$ cat src/rtl/slcrc_pkg.sv
`default_nettype none

package slcrc_pkg;

  // Result item kinds
  localparam logic [1:0] KIND_PAYLOAD = 2'd0;
  localparam logic [1:0] KIND_GOOD    = 2'd1;
  localparam logic [1:0] KIND_CRC_ERR = 2'd2;
  localparam logic [1:0] KIND_LEN_ERR = 2'd3;

  // Register indexes (paddr[3:2])
  localparam logic [1:0] REG_SYNC_FIRST  = 2'd0;
  localparam logic [1:0] REG_SYNC_SECOND = 2'd1;
  localparam logic [1:0] REG_ACK_COMMAND = 2'd2;

  localparam logic [7:0] SYNC_FIRST_RST  = 8'hAA;
  localparam logic [7:0] SYNC_SECOND_RST = 8'h55;
  localparam logic [7:0] ACK_COMMAND_RST = 8'h31;

  localparam logic [7:0] CRC_POLY = 8'h07;
  localparam logic [7:0] MIN_LEN  = 8'd2;

  typedef struct packed {
    logic [7:0] sync_first;
    logic [7:0] sync_second;
    logic [7:0] ack_command;
  } cfg_t;

  typedef struct packed {
    logic        valid;
    logic [1:0]  kind;
    logic [7:0]  command;
    logic [7:0]  pbyte;
    logic [7:0]  pindex;
    logic [31:0] good_count;
    logic [31:0] bad_count;
    logic        ack;
  } res_t;

  // CRC-8, MSB first, one byte
  function automatic logic [7:0] crc8_update(input logic [7:0] crc, input logic [7:0] data);
    logic [7:0] c;
    c = crc ^ data;
    for (int i = 0; i < 8; i++) begin
      c = c[7] ? ((c << 1) ^ CRC_POLY) : (c << 1);
    end
    return c;
  endfunction

endpackage

`default_nettype wire

$ cat src/rtl/slcrc_parser.sv
`default_nettype none

module slcrc_parser #(
  parameter int COUNTER_BITS = 32
) (
  input  wire                clk,
  input  wire                rst_n,
  input  wire                step,
  input  wire  [7:0]         rx_byte,
  input  slcrc_pkg::cfg_t    cfg,
  output slcrc_pkg::res_t    res
);
  import slcrc_pkg::*;

  typedef enum logic [2:0] {
    PH_HUNT1 = 3'd0,
    PH_HUNT2 = 3'd1,
    PH_LEN   = 3'd2,
    PH_CMD   = 3'd3,
    PH_PAY   = 3'd4,
    PH_CRC   = 3'd5
  } phase_t;

  phase_t                  phase_r, phase_nxt;
  logic [7:0]              crc_r, crc_nxt;
  logic [7:0]              rem_r, rem_nxt;
  logic [7:0]              cmd_r, cmd_nxt;
  logic [7:0]              pos_r, pos_nxt;
  logic [COUNTER_BITS-1:0] good_r, good_nxt;
  logic [COUNTER_BITS-1:0] bad_r, bad_nxt;
  logic                    ack_r, ack_nxt;

  always_comb begin
    phase_nxt  = phase_r;
    crc_nxt    = crc_r;
    rem_nxt    = rem_r;
    cmd_nxt    = cmd_r;
    pos_nxt    = pos_r;
    good_nxt   = good_r;
    bad_nxt    = bad_r;
    ack_nxt    = ack_r;
    res.valid   = 1'b0;
    res.kind    = KIND_PAYLOAD;
    res.command = 8'd0;
    res.pbyte   = 8'd0;
    res.pindex  = 8'd0;
    case (phase_r)
      PH_HUNT2: begin
        if (rx_byte == cfg.sync_second) begin
          crc_nxt   = crc8_update(crc_r, rx_byte);
          phase_nxt = PH_LEN;
        end else if (rx_byte == cfg.sync_first) begin
          // repeated first sync byte: restart the pattern
          crc_nxt = crc8_update(8'd0, rx_byte);
        end else begin
          phase_nxt = PH_HUNT1;
        end
      end
      PH_LEN: begin
        if (rx_byte < MIN_LEN) begin
          phase_nxt = PH_HUNT1;
          res.valid = 1'b1;
          res.kind  = KIND_LEN_ERR;
        end else begin
          crc_nxt   = crc8_update(crc_r, rx_byte);
          rem_nxt   = rx_byte - MIN_LEN;
          phase_nxt = PH_CMD;
        end
      end
      PH_CMD: begin
        crc_nxt   = crc8_update(crc_r, rx_byte);
        cmd_nxt   = rx_byte;
        pos_nxt   = 8'd0;
        phase_nxt = (rem_r == 8'd0) ? PH_CRC : PH_PAY;
      end
      PH_PAY: begin
        crc_nxt     = crc8_update(crc_r, rx_byte);
        pos_nxt     = pos_r + 8'd1;
        rem_nxt     = rem_r - 8'd1;
        if (rem_r == 8'd1) begin
          phase_nxt = PH_CRC;
        end
        res.valid   = 1'b1;
        res.kind    = KIND_PAYLOAD;
        res.command = cmd_r;
        res.pbyte   = rx_byte;
        res.pindex  = pos_r;
      end
      PH_CRC: begin
        phase_nxt   = PH_HUNT1;
        res.valid   = 1'b1;
        res.command = cmd_r;
        if (rx_byte == crc_r) begin
          good_nxt = good_r + 1'b1;
          if (cmd_r == cfg.ack_command) begin
            ack_nxt = 1'b1;
          end
          res.kind = KIND_GOOD;
        end else begin
          bad_nxt  = bad_r + 1'b1;
          res.kind = KIND_CRC_ERR;
        end
      end
      default: begin
        if (rx_byte == cfg.sync_first) begin
          crc_nxt   = crc8_update(8'd0, rx_byte);
          phase_nxt = PH_HUNT2;
        end else begin
          phase_nxt = PH_HUNT1;
        end
      end
    endcase
    // report the low 32 bits of the counters, zero-extended when narrower
    res.good_count = 32'(good_nxt);
    res.bad_count  = 32'(bad_nxt);
    res.ack        = ack_nxt;
  end

  always_ff @(posedge clk) begin
    if (!rst_n) begin
      phase_r <= PH_HUNT1;
      crc_r   <= 8'd0;
      rem_r   <= 8'd0;
      cmd_r   <= 8'd0;
      pos_r   <= 8'd0;
      good_r  <= '0;
      bad_r   <= '0;
      ack_r   <= 1'b0;
    end else if (step) begin
      phase_r <= phase_nxt;
      crc_r   <= crc_nxt;
      rem_r   <= rem_nxt;
      cmd_r   <= cmd_nxt;
      pos_r   <= pos_nxt;
      good_r  <= good_nxt;
      bad_r   <= bad_nxt;
      ack_r   <= ack_nxt;
    end
  end

endmodule

`default_nettype wire

$ cat src/rtl/sync_length_crc8_frame_receiver.sv
// Datapath: an accepted item goes to the input register, then through the parse and CRC logic
// into the result register; the byte-wide CRC update and frame parser are combinational.
// Throughput: one item per cycle unless the result side stalls.
// Stalls on the result side back up through the input register only when both stages are full.
// Reset (rst_n low at a rising edge, synchronous) empties both stages, returns the parser to the
// sync hunt, clears CRC, counters and acknowledge flag and loads the register reset values.
`default_nettype none

module sync_length_crc8_frame_receiver #(
  parameter int COUNTER_BITS = 32
) (
  input  wire         clk,
  input  wire         rst_n,
  // input channel
  input  wire         in_valid,
  output logic        in_ready,
  input  wire  [7:0]  in_rx_byte,
  // result channel
  output logic        out_valid,
  input  wire         out_ready,
  output logic [1:0]  out_item_kind,
  output logic [7:0]  out_frame_command,
  output logic [7:0]  out_payload_byte,
  output logic [7:0]  out_payload_index,
  output logic [31:0] out_good_frame_count,
  output logic [31:0] out_bad_frame_count,
  output logic        out_ack_seen,
  // configuration port
  input  wire         psel,
  input  wire         penable,
  input  wire         pwrite,
  input  wire  [3:0]  paddr,
  input  wire  [31:0] pwdata,
  output logic [31:0] prdata,
  output logic        pready
);
  import slcrc_pkg::*;

  // Configuration registers
  logic [7:0] sync_first_r;
  logic [7:0] sync_second_r;
  logic [7:0] ack_command_r;
  cfg_t       cfg;

  // Input stage
  logic       in_valid_r;
  logic [7:0] rx_byte_r;

  // Result stage
  logic       out_valid_r;
  res_t       res;
  res_t       res_r;

  logic       advance;
  logic       step;
  logic       cfg_wr;

  assign pready = 1'b1;
  assign cfg_wr = psel && penable && pwrite;

  always_ff @(posedge clk) begin
    if (!rst_n) begin
      sync_first_r  <= SYNC_FIRST_RST;
      sync_second_r <= SYNC_SECOND_RST;
      ack_command_r <= ACK_COMMAND_RST;
    end else if (cfg_wr) begin
      // decode on the word index; writes past the last register are dropped
      case (paddr[3:2])
        REG_SYNC_FIRST:  sync_first_r  <= pwdata[7:0];
        REG_SYNC_SECOND: sync_second_r <= pwdata[7:0];
        REG_ACK_COMMAND: ack_command_r <= pwdata[7:0];
        default: ;
      endcase
    end
  end

  always_comb begin
    case (paddr[3:2])
      REG_SYNC_FIRST:  prdata = {24'd0, sync_first_r};
      REG_SYNC_SECOND: prdata = {24'd0, sync_second_r};
      REG_ACK_COMMAND: prdata = {24'd0, ack_command_r};
      default:         prdata = 32'd0;
    endcase
  end

  assign cfg.sync_first  = sync_first_r;
  assign cfg.sync_second = sync_second_r;
  assign cfg.ack_command = ack_command_r;

  // Advance the result register when it is empty or being drained
  assign advance  = !out_valid_r || out_ready;
  // Take a new item whenever the input register is empty or moves on
  assign in_ready = !in_valid_r || advance;
  // The buffered item is consumed by the parser in this cycle
  assign step     = in_valid_r && advance;

  always_ff @(posedge clk) begin
    if (!rst_n) begin
      in_valid_r <= 1'b0;
    end else if (in_ready) begin
      in_valid_r <= in_valid;
    end
  end

  // Hold the byte payload; no reset needed
  always_ff @(posedge clk) begin
    if (in_valid && in_ready) begin
      rx_byte_r <= in_rx_byte;
    end
  end

  slcrc_parser #(
    .COUNTER_BITS(COUNTER_BITS)
  ) u_parser (
    .clk     (clk),
    .rst_n   (rst_n),
    .step    (step),
    .rx_byte (rx_byte_r),
    .cfg     (cfg),
    .res     (res)
  );

  // Result register: a byte that yields no result just drops out here
  always_ff @(posedge clk) begin
    if (!rst_n) begin
      out_valid_r <= 1'b0;
    end else if (advance) begin
      out_valid_r <= step && res.valid;
    end
  end

  always_ff @(posedge clk) begin
    if (advance && step && res.valid) begin
      res_r <= res;
    end
  end

  assign out_valid            = out_valid_r;
  assign out_item_kind        = res_r.kind;
  assign out_frame_command    = res_r.command;
  assign out_payload_byte     = res_r.pbyte;
  assign out_payload_index    = res_r.pindex;
  assign out_good_frame_count = res_r.good_count;
  assign out_bad_frame_count  = res_r.bad_count;
  assign out_ack_seen         = res_r.ack;

endmodule

`default_nettype wire

$ cat config.mk
export PLATFORM = sky130hd
export DESIGN_NAME = sync_length_crc8_frame_receiver
export DESIGN_NICKNAME = d
export VERILOG_FILES = /design/src/rtl/slcrc_pkg.sv /design/src/rtl/slcrc_parser.sv /design/src/rtl/sync_length_crc8_frame_receiver.sv
export SDC_FILE = /design/constraint.sdc
export NUM_CORES = 1
export LEC_CHECK = 0
export ABC_CLOCK_PERIOD_IN_PS = 4600
export BUFFER_PORTS_ARGS = -buffer_cell sky130_fd_sc_hd__buf_2
export CORE_ASPECT_RATIO = 0.8
export CORE_MARGIN = 1
export CORE_UTILIZATION = 52
export DETAILED_ROUTE_END_ITERATION = 8
export GPL_TIMING_DRIVEN = 0
export MAX_ROUTING_LAYER = met4
export PLACE_DENSITY = 0.85
export SYNTH_ARGS = -nofsm -noshare
export SYNTH_HDL_FRONTEND = slang
export SYNTH_HIERARCHICAL = 1
export SYNTH_SLANG_ARGS = --single-unit
$ cat constraint.sdc
create_clock -name clk -period 4.6 [get_ports clk]
set_input_delay 0.46 -clock clk [delete_from_list [all_inputs] [get_ports clk]]
set_output_delay 0.46 -clock clk [all_outputs]
set_load 0.05 [all_outputs]
Word-level counts from Yosys, hierarchy flattened:

Index checks and enable logic that the tools add are counted.
W data, S select, Z words.

* logic and storage cells: 126
* bits of input ports: 51
* bits in registers: 225
* output and inout bits: 126

* $add $sub $neg: 5
* $lt $le $gt $ge: 1
* reductions and logical operators: 25
* mux-type cells: 41
* equal/unequal tests: 15
* bitwise logic cells: 18

Operator list (number)
* $mux W32: 4
* $add A32 B1 Y32 const B: 2
* $mux W3: 20
* $not A3 Y3: 16
* $eq A8 B8 Y1: 4
* $mux W8: 4
* $pmux W8 S2: 2
* $pmux W8 S4: 1
* $pmux W8 S3: 1
* $pmux W3 S5: 1
* $reduce_and A2 Y1: 5
* $pmux W3 S3: 1
* $reduce_and A3 Y1: 3
* $add A8 B1 Y8 const B: 1
* $eq A8 B1 Y1 const B: 1
* $logic_not A8 Y1: 1
* $lt A8 B2 Y1 const B: 1
* $sub A8 B1 Y8 const B: 1
* $sub A8 B2 Y8 const B: 1
* $xor A8 B8 Y8: 1
* $logic_and A1 B1 Y1: 7
* $eq A3 B2 Y1 const B: 2
* $eq A3 B3 Y1 const B: 2
* $mux W1: 5
* other kinds (13): 18

Logic depth before layout (Yosys ltp):

Gate-level depths: netlist of run 1.

* word-level depth: 19
* depth in mapped cells: 11
* mapped depth without buffers: 8

Hierarchy:

Netlist of run 1, hierarchy kept.

By module, submodules not included
* slcrc_parser: cells an instance 880, area each 6901.6 um^2, sequential area each 2001.9 um^2, times used 1
* sync_length_crc8_frame_receiver: cells an instance 263, area each 4450.5 um^2, sequential area each 3493.4 um^2, times used 1

Worst setup path after synthesis of run 1:

Ideal clock, no wire load.

* path type: register -> register
* start: register rx_byte_r[3]
* end: register res_r, in the netlist out_ack_seen, enable pin
* data arrival time: 3.919 ns
* slack: 0.221 ns
* buffers on the path: 1
* setup time: 0.460 ns
* stages on the path, launching flop included: 9
* clock period less this slack: 4.379 ns
* path through: edfxtp_1 -> buf_2 -> inv_1 -> ha_1 -> a21boi_0 -> o211ai_1 -> or3_1 -> nand2_1 -> and3_1

RTL lines
* start: declaration: RTL line sync_length_crc8_frame_receiver.sv:47 `logic [7:0] rx_byte_r;`
* start signal: assignment: RTL line sync_length_crc8_frame_receiver.sv:108 `rx_byte_r <= in_rx_byte;`
* end signal: assignment: RTL line sync_length_crc8_frame_receiver.sv:134 `res_r <= res;`
* end: declaration: RTL line sync_length_crc8_frame_receiver.sv:52 `res_t res_r;`

==> results of run 1 <==
## cell usage in the layout, fill, tap and decap left out, types with 23 or more instances in the layout
cell type	count
buf_2	140
dfxtp_1	126
nand2_1	117
nor2_1	108
edfxtp_1	99
xnor2_1	98
xor2_1	80
clkbuf_1	48
nand3_1	40
mux2i_1	36
a21oi_1	36
nor3_1	34
o21ai_0	32
buf_4	30
conb_1	25
nand4_1	25
inv_1	23
clkbuf_16	23
## layout make-up
type	instances	share of cell area
inverter	24	0.00685
multi-input combinational	824	0.406
clock inverter	11	0.00790
sequential	225	0.418
buffer	93	0.0390
clock buffer	31	0.0468
tap	269	0.0256
timing repair buffer	126	0.0497
## registers in the layout, indices dropped and copies added, names as in the netlist, 32 cells and up
| signal | cells |
|---|---|
| out_bad_frame_count | 32 |
| out_good_frame_count | 32 |
| u_parser/bad_r | 32 |
| u_parser/good_r | 32 |
## where the power goes
part           internal, mW  switching, mW  total, mW
sequential             2.08        0.00749       2.09
combinational         0.103          0.204      0.307
clock                  1.05          0.764       1.81
total                  3.23          0.975       4.21
## metal layers
| metal | vias up | wire [um] |
|---|---|---|
| met3 | 44 | 1580 |
| li1 | 4228 | - |
| met5 | - | 0 |
| met2 | 290 | 12000 |
| met1 | 4183 | 11900 |
| met4 | 0 | 499 |
## metrics by stage
stage               cells  instance area [um2]  utilization  TNS, ps
floorplan            1166                11400            -        0
global placement     1560                12400        0.589  -106480
detailed placement   1561                12400        0.591        0
CTS                  1603                13200        0.625        0
global route         1603                13200        0.625        0
finish               1603                13200        0.625        0
## worst max-delay path: stages, from the launching register on
cell	delay, ps
edfxtp_1	320
buf_2	270
inv_1	160
ha_1	230
a21boi_0	430
o211ai_1	210
or3_1	480
nand2_1	170
and3_4	550
buf_16	330
## kinds of logic (layout without fill, tap and decap cells)
logic type / Yosys count / in the layout / share of synthesized area
DFF: 225 / 225 / 0.484
other: 2 / 25 / 0.000662
AOI/OAI and AO/OA: 113 / 113 / 0.0627
xor gates and xnor gates: 180 / 180 / 0.142
adders and majority gates: 18 / 18 / 0.0198
and+or+nand+nor: 451 / 451 / 0.205
buffers and inverters: 117 / 285 / 0.0531
muxes: 37 / 37 / 0.0327
## worst paths after layout
check	startpoint	endpoint	slack (ps)	cells after the start
setup / recovery	rx_byte_r[2]	out_bad_frame_count[22]	1070	9
hold / removal	in_rx_byte[0]	rx_byte_r[0]	130	1
setup reg to reg	rx_byte_r[2]	out_bad_frame_count[22]	1070	9
hold reg to reg	u_parser/cmd_r[0]	u_parser/cmd_r[0]	480	2
==> summary.md, run 1 <==
| Metric | Value |
|---|---|
| Number of diodes | 0 |
| Setup Buffers After CTS | 0 |
| Status | complete, no violations |
| CTS HTree Levels | 1 |
| Flops & latches, synth | 225 |
| Layout area overhead | 15.9% |
| Register area | 0.00550 mm2 |
| Drt first pass iters | 5 |
| Die Y | 134 um |
| Initial antenna violation count | 0 |
| Placer Congestion | 0.907 |
| NumNets Final | 1386 |
| Max-slew violations | 0 |
| Worst-skew pair later-pin latency | 520 ps |
| Most instantiated cells after synthesis | 126 x dfxtp_1, 117 x nand2_1, 108 x nor2_1, 99 x edfxtp_1, 98 x xnor2_1 |
| DRC viols | 0 |
| Post_cts resized | 0 |
| GRT Util Overall | 0.239 |
| Min cycle time layout | 3530 ps |
| Layout cell share with drive strength beyond 1 | 0.179 |
| Skew final | ~15 ps |
| Worst slew margin | 0.275 |
| Tcrit/Tclk final | 0.766 |
| Vias post-DR | ~8700 |
| CP Capture Type | register |
| Worst vdd ir | 0.231 mV |
| Post-synthesis sequential area ratio | 0.484 |
| # IOs | 177 |
| Crit start category | register |
| 1st-iter DRT viols | 744 |
| RSZ-0062 raised after global routing | no |
| Fmax | around 280 MHz |
| Clock buffer depth | 3 |
| FFs w/ async S/R, synth | 0 |
| Sinks on Clock Net | about 230 |
| Critical Path AT | roughly 3700 ps |
| Clock slew at reported path FFs | 60 ps |
| CTS tree | yes |
| WS Path Type | register to register |
| FP Rows | between 40 and 50 |
| Crit path required time | 4780 ps |
| Cell Area, Synth | 0.0114 mm2 |
| CP max FO | 56 |
| Area of the multi-input gates | about 0.0053 mm2 |
| M3 GR Usage | 0.0266 |
| Largest area contributor in the netlist | edfxtp_1 |
| Synth area leaders | edfxtp_1 26%, dfxtp_1 22%, xnor2_1 7.6% |
| Top cell type's share of synthesized area | 0.262 |
| Global route overflow | 0 |
| Initial Util | 0.539 |
| Ys flop type | dfxtp_1 |
| DIE WIDTH | about 170 um |
| Final hold slack | 127 ps |
| Yosys warns | 6 |
| Final Power | between 4 and 5 mW |
| Post-Syn Area per Cell | 9.93 um2 |
| Root Driver | clkbuf_16 |
| Largest net degree at the start of global routing | between 50 and 60 |
| Wire length per cell | ~16 um |
| Hold buffers post-CTS | 0 |
| Post-Place Setup Slack | 1090 ps |
| Final Hold Fails | 0 |
| Routed Antenna Nets | 0 |
| Total core area | between 0.02 and 0.025 mm2 |
| Pwr Density | 320 mW/mm2 |
| Dominant cell by count in the synthesized netlist | dfxtp_1 |
| Num CTS Buffers | 23 |
| WL final | between 20000 and 30000 um |
| FILL cells | approximately 1700 |
| Met1 Usage GRT | 0.326 |
| Worst-margin pin slew | 1080 ps |
| Tightest Hold Check Type | input pin to register |
| Number of flops mapped to enable cells by yosys | 99 |
| Max-cap viol count | 0 |
| Hpwl dp | roughly 18000 um |
| Number of library cell types mapped by synthesis | 69 |
| GRT met2 Usage | 0.383 |
| Final setup violation count | 0 |
| Cells after Synth | ~1100 |
| PortBufs | approximately 130 |
| Via density | 5.46 |
| GRT busiest layer | met2 |
| Leak | approximately 5.3 nW |
| Final worst setup slack | between 1000 and 1500 ps |
| Vias in the first global route | 8307 |
| Die area | 0.0224 mm2 |
| First-pass GRT wire length | 41900 um |
(Power assumes the default switching activity.)
==> inputs of run 2 (changes only) <==
Settings changed: ABC_CLOCK_PERIOD_IN_PS 4600 to 3250, CORE_UTILIZATION 52 to 57, PLACE_DENSITY 0.85 to 0.88.
Clock period 4.6 ns to 3.25 ns, I/O delays scaled along.
==> run 2 against run 1 <==
Against the previous run: core utilization up 6.8 points; highest routed layer unchanged; setup slack worse by 940 ps; maximum frequency up 13%; clock skew down 4.9 ps; final cell count down 0.19%; flip-flop and latch count unchanged; die area down 8.7%.
==> summary.md, run 2 (synthesis results as in run 1) <==
| Metric | Value |
|---|---|
| Status | complete, no violations |
| CTS tree | yes |
| Vias post-DR | 8954 (+2.4%) |
| Register area | 0.00550 mm2 (unchanged) |
| CTS HTree Levels | 1 (unchanged) |
| Die area | 0.0205 mm2 (-8.7%) |
| 1st-iter DRT viols | 812 (+9.1%) |
| Worst-margin pin slew | 1170 ps (+94.3 ps) |
| Total core area | 0.0193 mm2 (-8.5%) |
| Crit path required time | 3390 ps (-1390 ps) |
| DIE WIDTH | 160 um (-4.4%) |
| Leak | 5.40 nW (+1.9%) |
| Reg-to-reg slack, setup | 140 ps (-940 ps) |
| Min cycle time layout | 3110 ps (-411 ps) |
| Sinks on Clock Net | 225 (unchanged) |
| Hold wc startpoint | in_valid |
| First-pass GRT wire length | 42100 um (+0.43%) |
| Clock buffer depth | 3 (unchanged) |
| Layout area overhead | 17.5% |
| Num CTS Buffers | 23 (unchanged) |
| Worst-skew pair later-pin latency | 510 ps (about the same) |
| DRC viols | 0 (unchanged) |
| Routed Antenna Nets | 0 (unchanged) |
| CP max FO | 45 (-20%) |
| WS Path Type | register to register |
| Layout Utilization | 0.692 (+0.0677) |
| Worst Hold Path Cells | 3 (+2) |
| Number of diodes | 0 (unchanged) |
| Crit start category | register |
| Reg2Reg Depth | 8 (-1) |
| Max-cap viol count | 0 (unchanged) |
| PortBufs | 125 (unchanged) |
| # IOs | 177 (unchanged) |
| Final setup violation count | 0 (unchanged) |
| GRT Util Overall | 0.265 (+0.0267) |
| FILL cells | 1434 (-16%) |
| Wire length per cell | 16.6 um (+2.5%) |
| Hpwl dp | 18000 um (-1.5%) |
| Via density | 5.60 (+2.6%) |
| Critical Path AT | 3260 ps (-440 ps) |
| Global route overflow | 0 (unchanged) |
| Worst slew margin | 0.212 (-0.0634) |
| Pwr Density | 454 mW/mm2 (+42%) |
| Final Power | 6.05 mW (+44%) |
| CP Capture Type | register |
| Die Y | 128 um (-4.4%) |
| Leading cell types in the layout, fill and taps excluded | 138 x buf_2, 126 x dfxtp_1, 117 x nand2_1 |
| WL final | 26600 um (+2.3%) |
| Final Hold Fails | 0 (unchanged) |
| Fmax | 321 MHz (+13%) |
| Area of the multi-input gates | 0.00545 mm2 (+2.0%) |
| R2r startpoint | rx_byte_r[2] |
| Clock slew at reported path FFs | 60 ps (about the same) |
| Initial antenna violation count | 0 (unchanged) |
| Vias in the first global route | 8325 (+0.22%) |
| Largest net degree at the start of global routing | 47 (-18%) |
| FP Rows | 45 (-4.3%) |
| Drt first pass iters | 5 (unchanged) |
| Tightest Hold Check Type | input pin to register |
| Initial Util | 0.590 (+0.0503) |
| Worst vdd ir | 0.271 mV (+17%) |
| Max-slew violations | 0 (unchanged) |
| Reg2Reg Capture Point | out_payload_byte[4] |
| Final hold slack | 71.0 ps (-55.9 ps) |
| NumNets Final | 1394 (+0.58%) |
| Setup Buffers After CTS | 0 (unchanged) |
| Skew final | 9.81 ps (-4.94 ps) |
| Tcrit/Tclk final | 0.958 (+0.192) |
| Min-Delay Endpoint | in_valid_r |
| Layout cell share with drive strength beyond 1 | 0.189 (+0.00936) |
| Root Driver | clkbuf_16 |
| Commonest non-fill, non-tap cell in the layout | buf_2 |
| Placer Congestion | 0.889 (-2.1%) |
run 2: changes by cell type in the layout (fill, tap and decap cells not counted), moves of 2 or more:
cell           change
xnor2_2            +3
clkinv_1           -2
buf_2              -2
clkbuf_1           -3
clkinv_2           +4
xnor2_4            +3
dlygate4sd3_1      +8
xnor2_1            -6
clkbuf_4           +2
run 2: final cells by class:
| class | count | share of cell area |
|---|---|---|
| Sequential cell | 225 | 0.412 |
| Multi-Input combinational cell | 825 | 0.409 |
| Timing Repair Buffer | 133 | 0.0529 |
| Clock buffer | 28 | 0.0453 |
| Buffer | 93 | 0.0388 |
| Tap cell | 258 | 0.0242 |
| Clock inverter | 14 | 0.0110 |
| Inverter | 24 | 0.00676 |
run 2: how the worst max path moves through the flow:
stage / startpoint / to / depth (start not counted)
after floorplan: rx_byte_r[3] / out_ack_seen / 8
after global placement: rx_byte_r[2] / out_good_frame_count[18] / 8
after detailed placement: rx_byte_r[2] / out_good_frame_count[18] / 8
after CTS: rx_byte_r[2] / out_good_frame_count[3] / 8
after global routing: rx_byte_r[3] / out_bad_frame_count[15] / 8
final: rx_byte_r[2] / out_payload_byte[4] / 8
run 2: routing by layer:
| layer | global-route usage | routed length (um) | vias up |
|---|---|---|---|
| met2 | 0.420 | 12100 | 378 |
| li1 | - | - | 4238 |
| met3 | 0.0408 | 1940 | 63 |
| met5 | - | 0 | - |
| met4 | 0.0891 | 784 | 0 |
| met1 | 0.350 | 11800 | 4275 |
run 2: report_power, final:
group | internal, mW | switching [mW]
logic | 0.159 | 0.299
registers | 2.94 | 0.0127
clock network | 1.56 | 1.08
total | 4.67 | 1.39
run 2: per-stage QoR:
step / worst slack [ps] / instances / cell area [um2] / setup TNS [ps]
after global placement: -374 / 1549 / 12400 / -33620
after floorplan: 325 / 1166 / 11400 / 0
after global routing: -3.14 / 1600 / 13300 / -62.0
after detailed placement: -424 / 1549 / 12400 / -38970
after CTS: 13.7 / 1600 / 13300 / 0
final: 135 / 1600 / 13300 / 0
run 2: critical path, stage by stage, from the launching register on:
cell	delay [ps]
edfxtp_1	310
clkbuf_4	250
inv_1	140
ha_1	240
a21boi_2	250
o211ai_1	150
or3_1	470
nand2_1	240
and3_4	670
run 2: timing repair:
action,4_1_cts,5_1_grt
setup endpoints to repair,100,99
pin swaps,1,0
endpoints found under the hold margin,8,0
hold buffers,8,0
gates cloned,1,0
gates resized for setup,9,8
==> inputs of run 3 (changes only) <==
Settings changed: CORE_UTILIZATION 57 to 59, CTS_BUF_LIST from default to sky130_fd_sc_hd__clkbuf_2 sky130_fd_sc_hd__clkbuf_4 sky130_fd_sc_hd__clkbuf_8, PLACE_DENSITY 0.88 to 0.91.
==> run 3 against run 2 <==
Against the previous run: power decreased by 3.5%; sequential share of layout area is 0.11 points higher; global-route usage grew 1.7 points.
==> summary.md, run 3 (synthesis results as in run 1) <==
| Metric | Value |
|---|---|
| Tcrit/Tclk final | 0.976 (+0.0180) |
| Final worst setup slack | 76.7 ps (-58.6 ps) |
| Layout cell share with drive strength beyond 1 | 0.205 (+0.0166) |
| Leak | 5.42 nW (+0.36%) |
| Vias post-DR | 9071 (+1.3%) |
| Status | complete, no violations |
| Num CTS Buffers | 36 (+57%) |
| Area of the multi-input gates | 0.00544 mm2 (-0.14%) |
| Register area | 0.00550 mm2 (unchanged) |
| CTS tree | yes |
| WS Path Type | register to register |
| GRT busiest layer | met2 |
| Initial antenna violation count | 0 (unchanged) |
| Worst Hold Path Cells | 3 (unchanged) |
| Number of diodes | 0 (unchanged) |
| Max-slew violations | 0 (unchanged) |
| Final setup violation count | 0 (unchanged) |
| Hpwl dp | 17900 um (-0.33%) |
| Drt first pass iters | 6 (+1) |
| Crit start category | register |
| Pwr Density | 439 mW/mm2 (-3.2%) |
| DIE WIDTH | 157 um (-1.7%) |
| 1st-iter DRT viols | 906 (+12%) |
| Routed Antenna Nets | 0 (unchanged) |
| CTS HTree Levels | 2 (+1) |
| CP max FO | 8 (-82%) |
| FP Rows | 44 (-2.2%) |
| Min-Delay Endpoint | in_valid_r |
| Sinks on Clock Net | 225 (unchanged) |
| Final Hold Fails | 0 (unchanged) |
| Initial Util | 0.614 (+0.0242) |
| Vias in the first global route | 8743 (+5.0%) |
| CP Capture Type | register |
| Die Y | 126 um (-1.7%) |
| Clock slew at reported path FFs | 60 ps (about the same) |
| GRT met2 Usage | 0.427 (+0.00668) |
| Clock buffer depth | 3 (unchanged) |
| Max-cap viol count | 0 (unchanged) |
| Global route overflow | 0 (unchanged) |
| Commonest non-fill, non-tap cell in the layout | buf_2 |
| WL final | 26800 um (+0.88%) |
| R2r startpoint | rx_byte_r[2] |
| Worst-skew pair later-pin latency | 530 ps (+20 ps) |
| Layout area overhead | 17.1% |
| DRC viols | 0 (unchanged) |
| Critical Path AT | 3520 ps (+260 ps) |
| Worst vdd ir | 0.333 mV (+23%) |
| Via density | 5.61 (+0.18%) |
| GRT Util Overall | 0.282 (+0.0169) |
| Met1 Usage GRT | 0.371 (+0.0205) |
| Reg2Reg Depth | 10 (+2) |
| Layout Utilization | 0.719 (+0.0264) |
| M3 GR Usage | 0.0485 (+0.00776) |
| Skew final | 26.1 ps (+16.3 ps) |
| Reg-to-reg slack, setup | 80 ps (-60 ps) |
| Die area | 0.0198 mm2 (-3.3%) |
| PortBufs | 125 (unchanged) |
| Fmax | 315 MHz (-1.8%) |
| Leading cell types in the layout, fill and taps excluded | 139 x buf_2, 126 x dfxtp_1, 117 x nand2_1 |
| NumNets Final | 1406 (+0.86%) |
| Total core area | 0.0185 mm2 (-3.9%) |
| Crit path required time | 3590 ps (+200 ps) |
| Post-Place Setup Slack | -463 ps (-39.1 ps) |
| Setup Buffers After CTS | 0 (unchanged) |
| Worst slew margin | 0.306 (+0.0937) |
| Worst-margin pin slew | 1030 ps (-139 ps) |
| Wire length per cell | 16.6 um (-0.24%) |
| RSZ-0062 raised after global routing | no |
| # IOs | 177 (unchanged) |
| Largest net degree at the start of global routing | 47 (unchanged) |
| Min cycle time layout | 3170 ps (+58.6 ps) |
| FILL cells | 1302 (-9.2%) |
| Tightest Hold Check Type | input pin to register |
| Reg2Reg Capture Point | out_good_frame_count[31] |
| Final Power | 5.84 mW (-3.5%) |
| First-pass GRT wire length | 42700 um (+1.5%) |
| Root Driver | clkbuf_8 |
| Hold wc startpoint | in_valid |
| Placer Congestion | 0.904 (+1.7%) |
[run 3: cell count changes in the layout (fill, tap and decap cells not counted), moves of 2 or more]
| cell | previous run | this run |
|---|---|---|
| bufinv_16 | 3 | 0 |
| clkbuf_1 | 45 | 40 |
| clkbuf_16 | 23 | 0 |
| clkbuf_4 | 2 | 14 |
| clkbuf_8 | 1 | 42 |
| clkinv_2 | 8 | 6 |
[run 3: metrics by stage]
stage | TNS [ps] | hold WS (ps) | cell area [um2] | std cells
floorplan | 0 | 424 | 11400 | 1166
global placement | -32230 | 462 | 12400 | 1544
detailed placement | -41820 | 472 | 12400 | 1544
CTS | 0 | 44.3 | 13300 | 1619
global route | 0 | 77.6 | 13300 | 1618
finish | 0 | 62.9 | 13300 | 1618
[run 3: repair_timing]
action / 4_1_cts / 5_1_grt
cloned: 1 / 0
gates resized for setup: 11 / 4
hold buffers: 8 / 0
hold endpoints to repair: 8 / 0
pin swaps: 1 / 0
endpoints found under the setup margin: 99 / 56
[run 3: area by class of cell]
class	count	share of cell area
plain buffers	92	0.0385
clock buffers	55	0.0508
clock inverters	11	0.00442
inverters	24	0.00677
multi-input cells	825	0.409
flip-flops and latches	225	0.413
well taps	253	0.0238
repair buffers	133	0.0531
[run 3: worst max path at each step]
stage               slack, ps                  endpoint  cells past startpoint    startpoint
floorplan                 330              out_ack_seen                      8  rx_byte_r[3]
global placement         -360  out_good_frame_count[23]                      8  rx_byte_r[2]
detailed placement       -460  out_good_frame_count[18]                      8  rx_byte_r[2]
CTS                        90  out_good_frame_count[23]                      8  rx_byte_r[2]
global route              0.5  out_good_frame_count[27]                     10  rx_byte_r[7]
finish                     80  out_good_frame_count[31]                     10  rx_byte_r[2]
[run 3: critical path, cell delays in order, from the launching register on]
cell and delay [ps]:
edfxtp_1 350, clkbuf_4 230, xnor2_2 290, ha_1 190, and3_1 280, nand4b_4 240
or4b_4 630, or2_1 240, buf_6 140, nor3_2 190, xor2_1 220
[run 3: layer usage]
layer / share of wire / vias to the layer above
met2: 0.46 / 438
li1: - / 4286
met5: 0 / -
met1: 0.43 / 4262
met3: 0.080 / 85
met4: 0.034 / 0
[run 3: report_power, final]
group	internal (mW)	switching, mW
Combinational	0.158	0.296
Clock	1.34	1.09
Sequential	2.94	0.0122
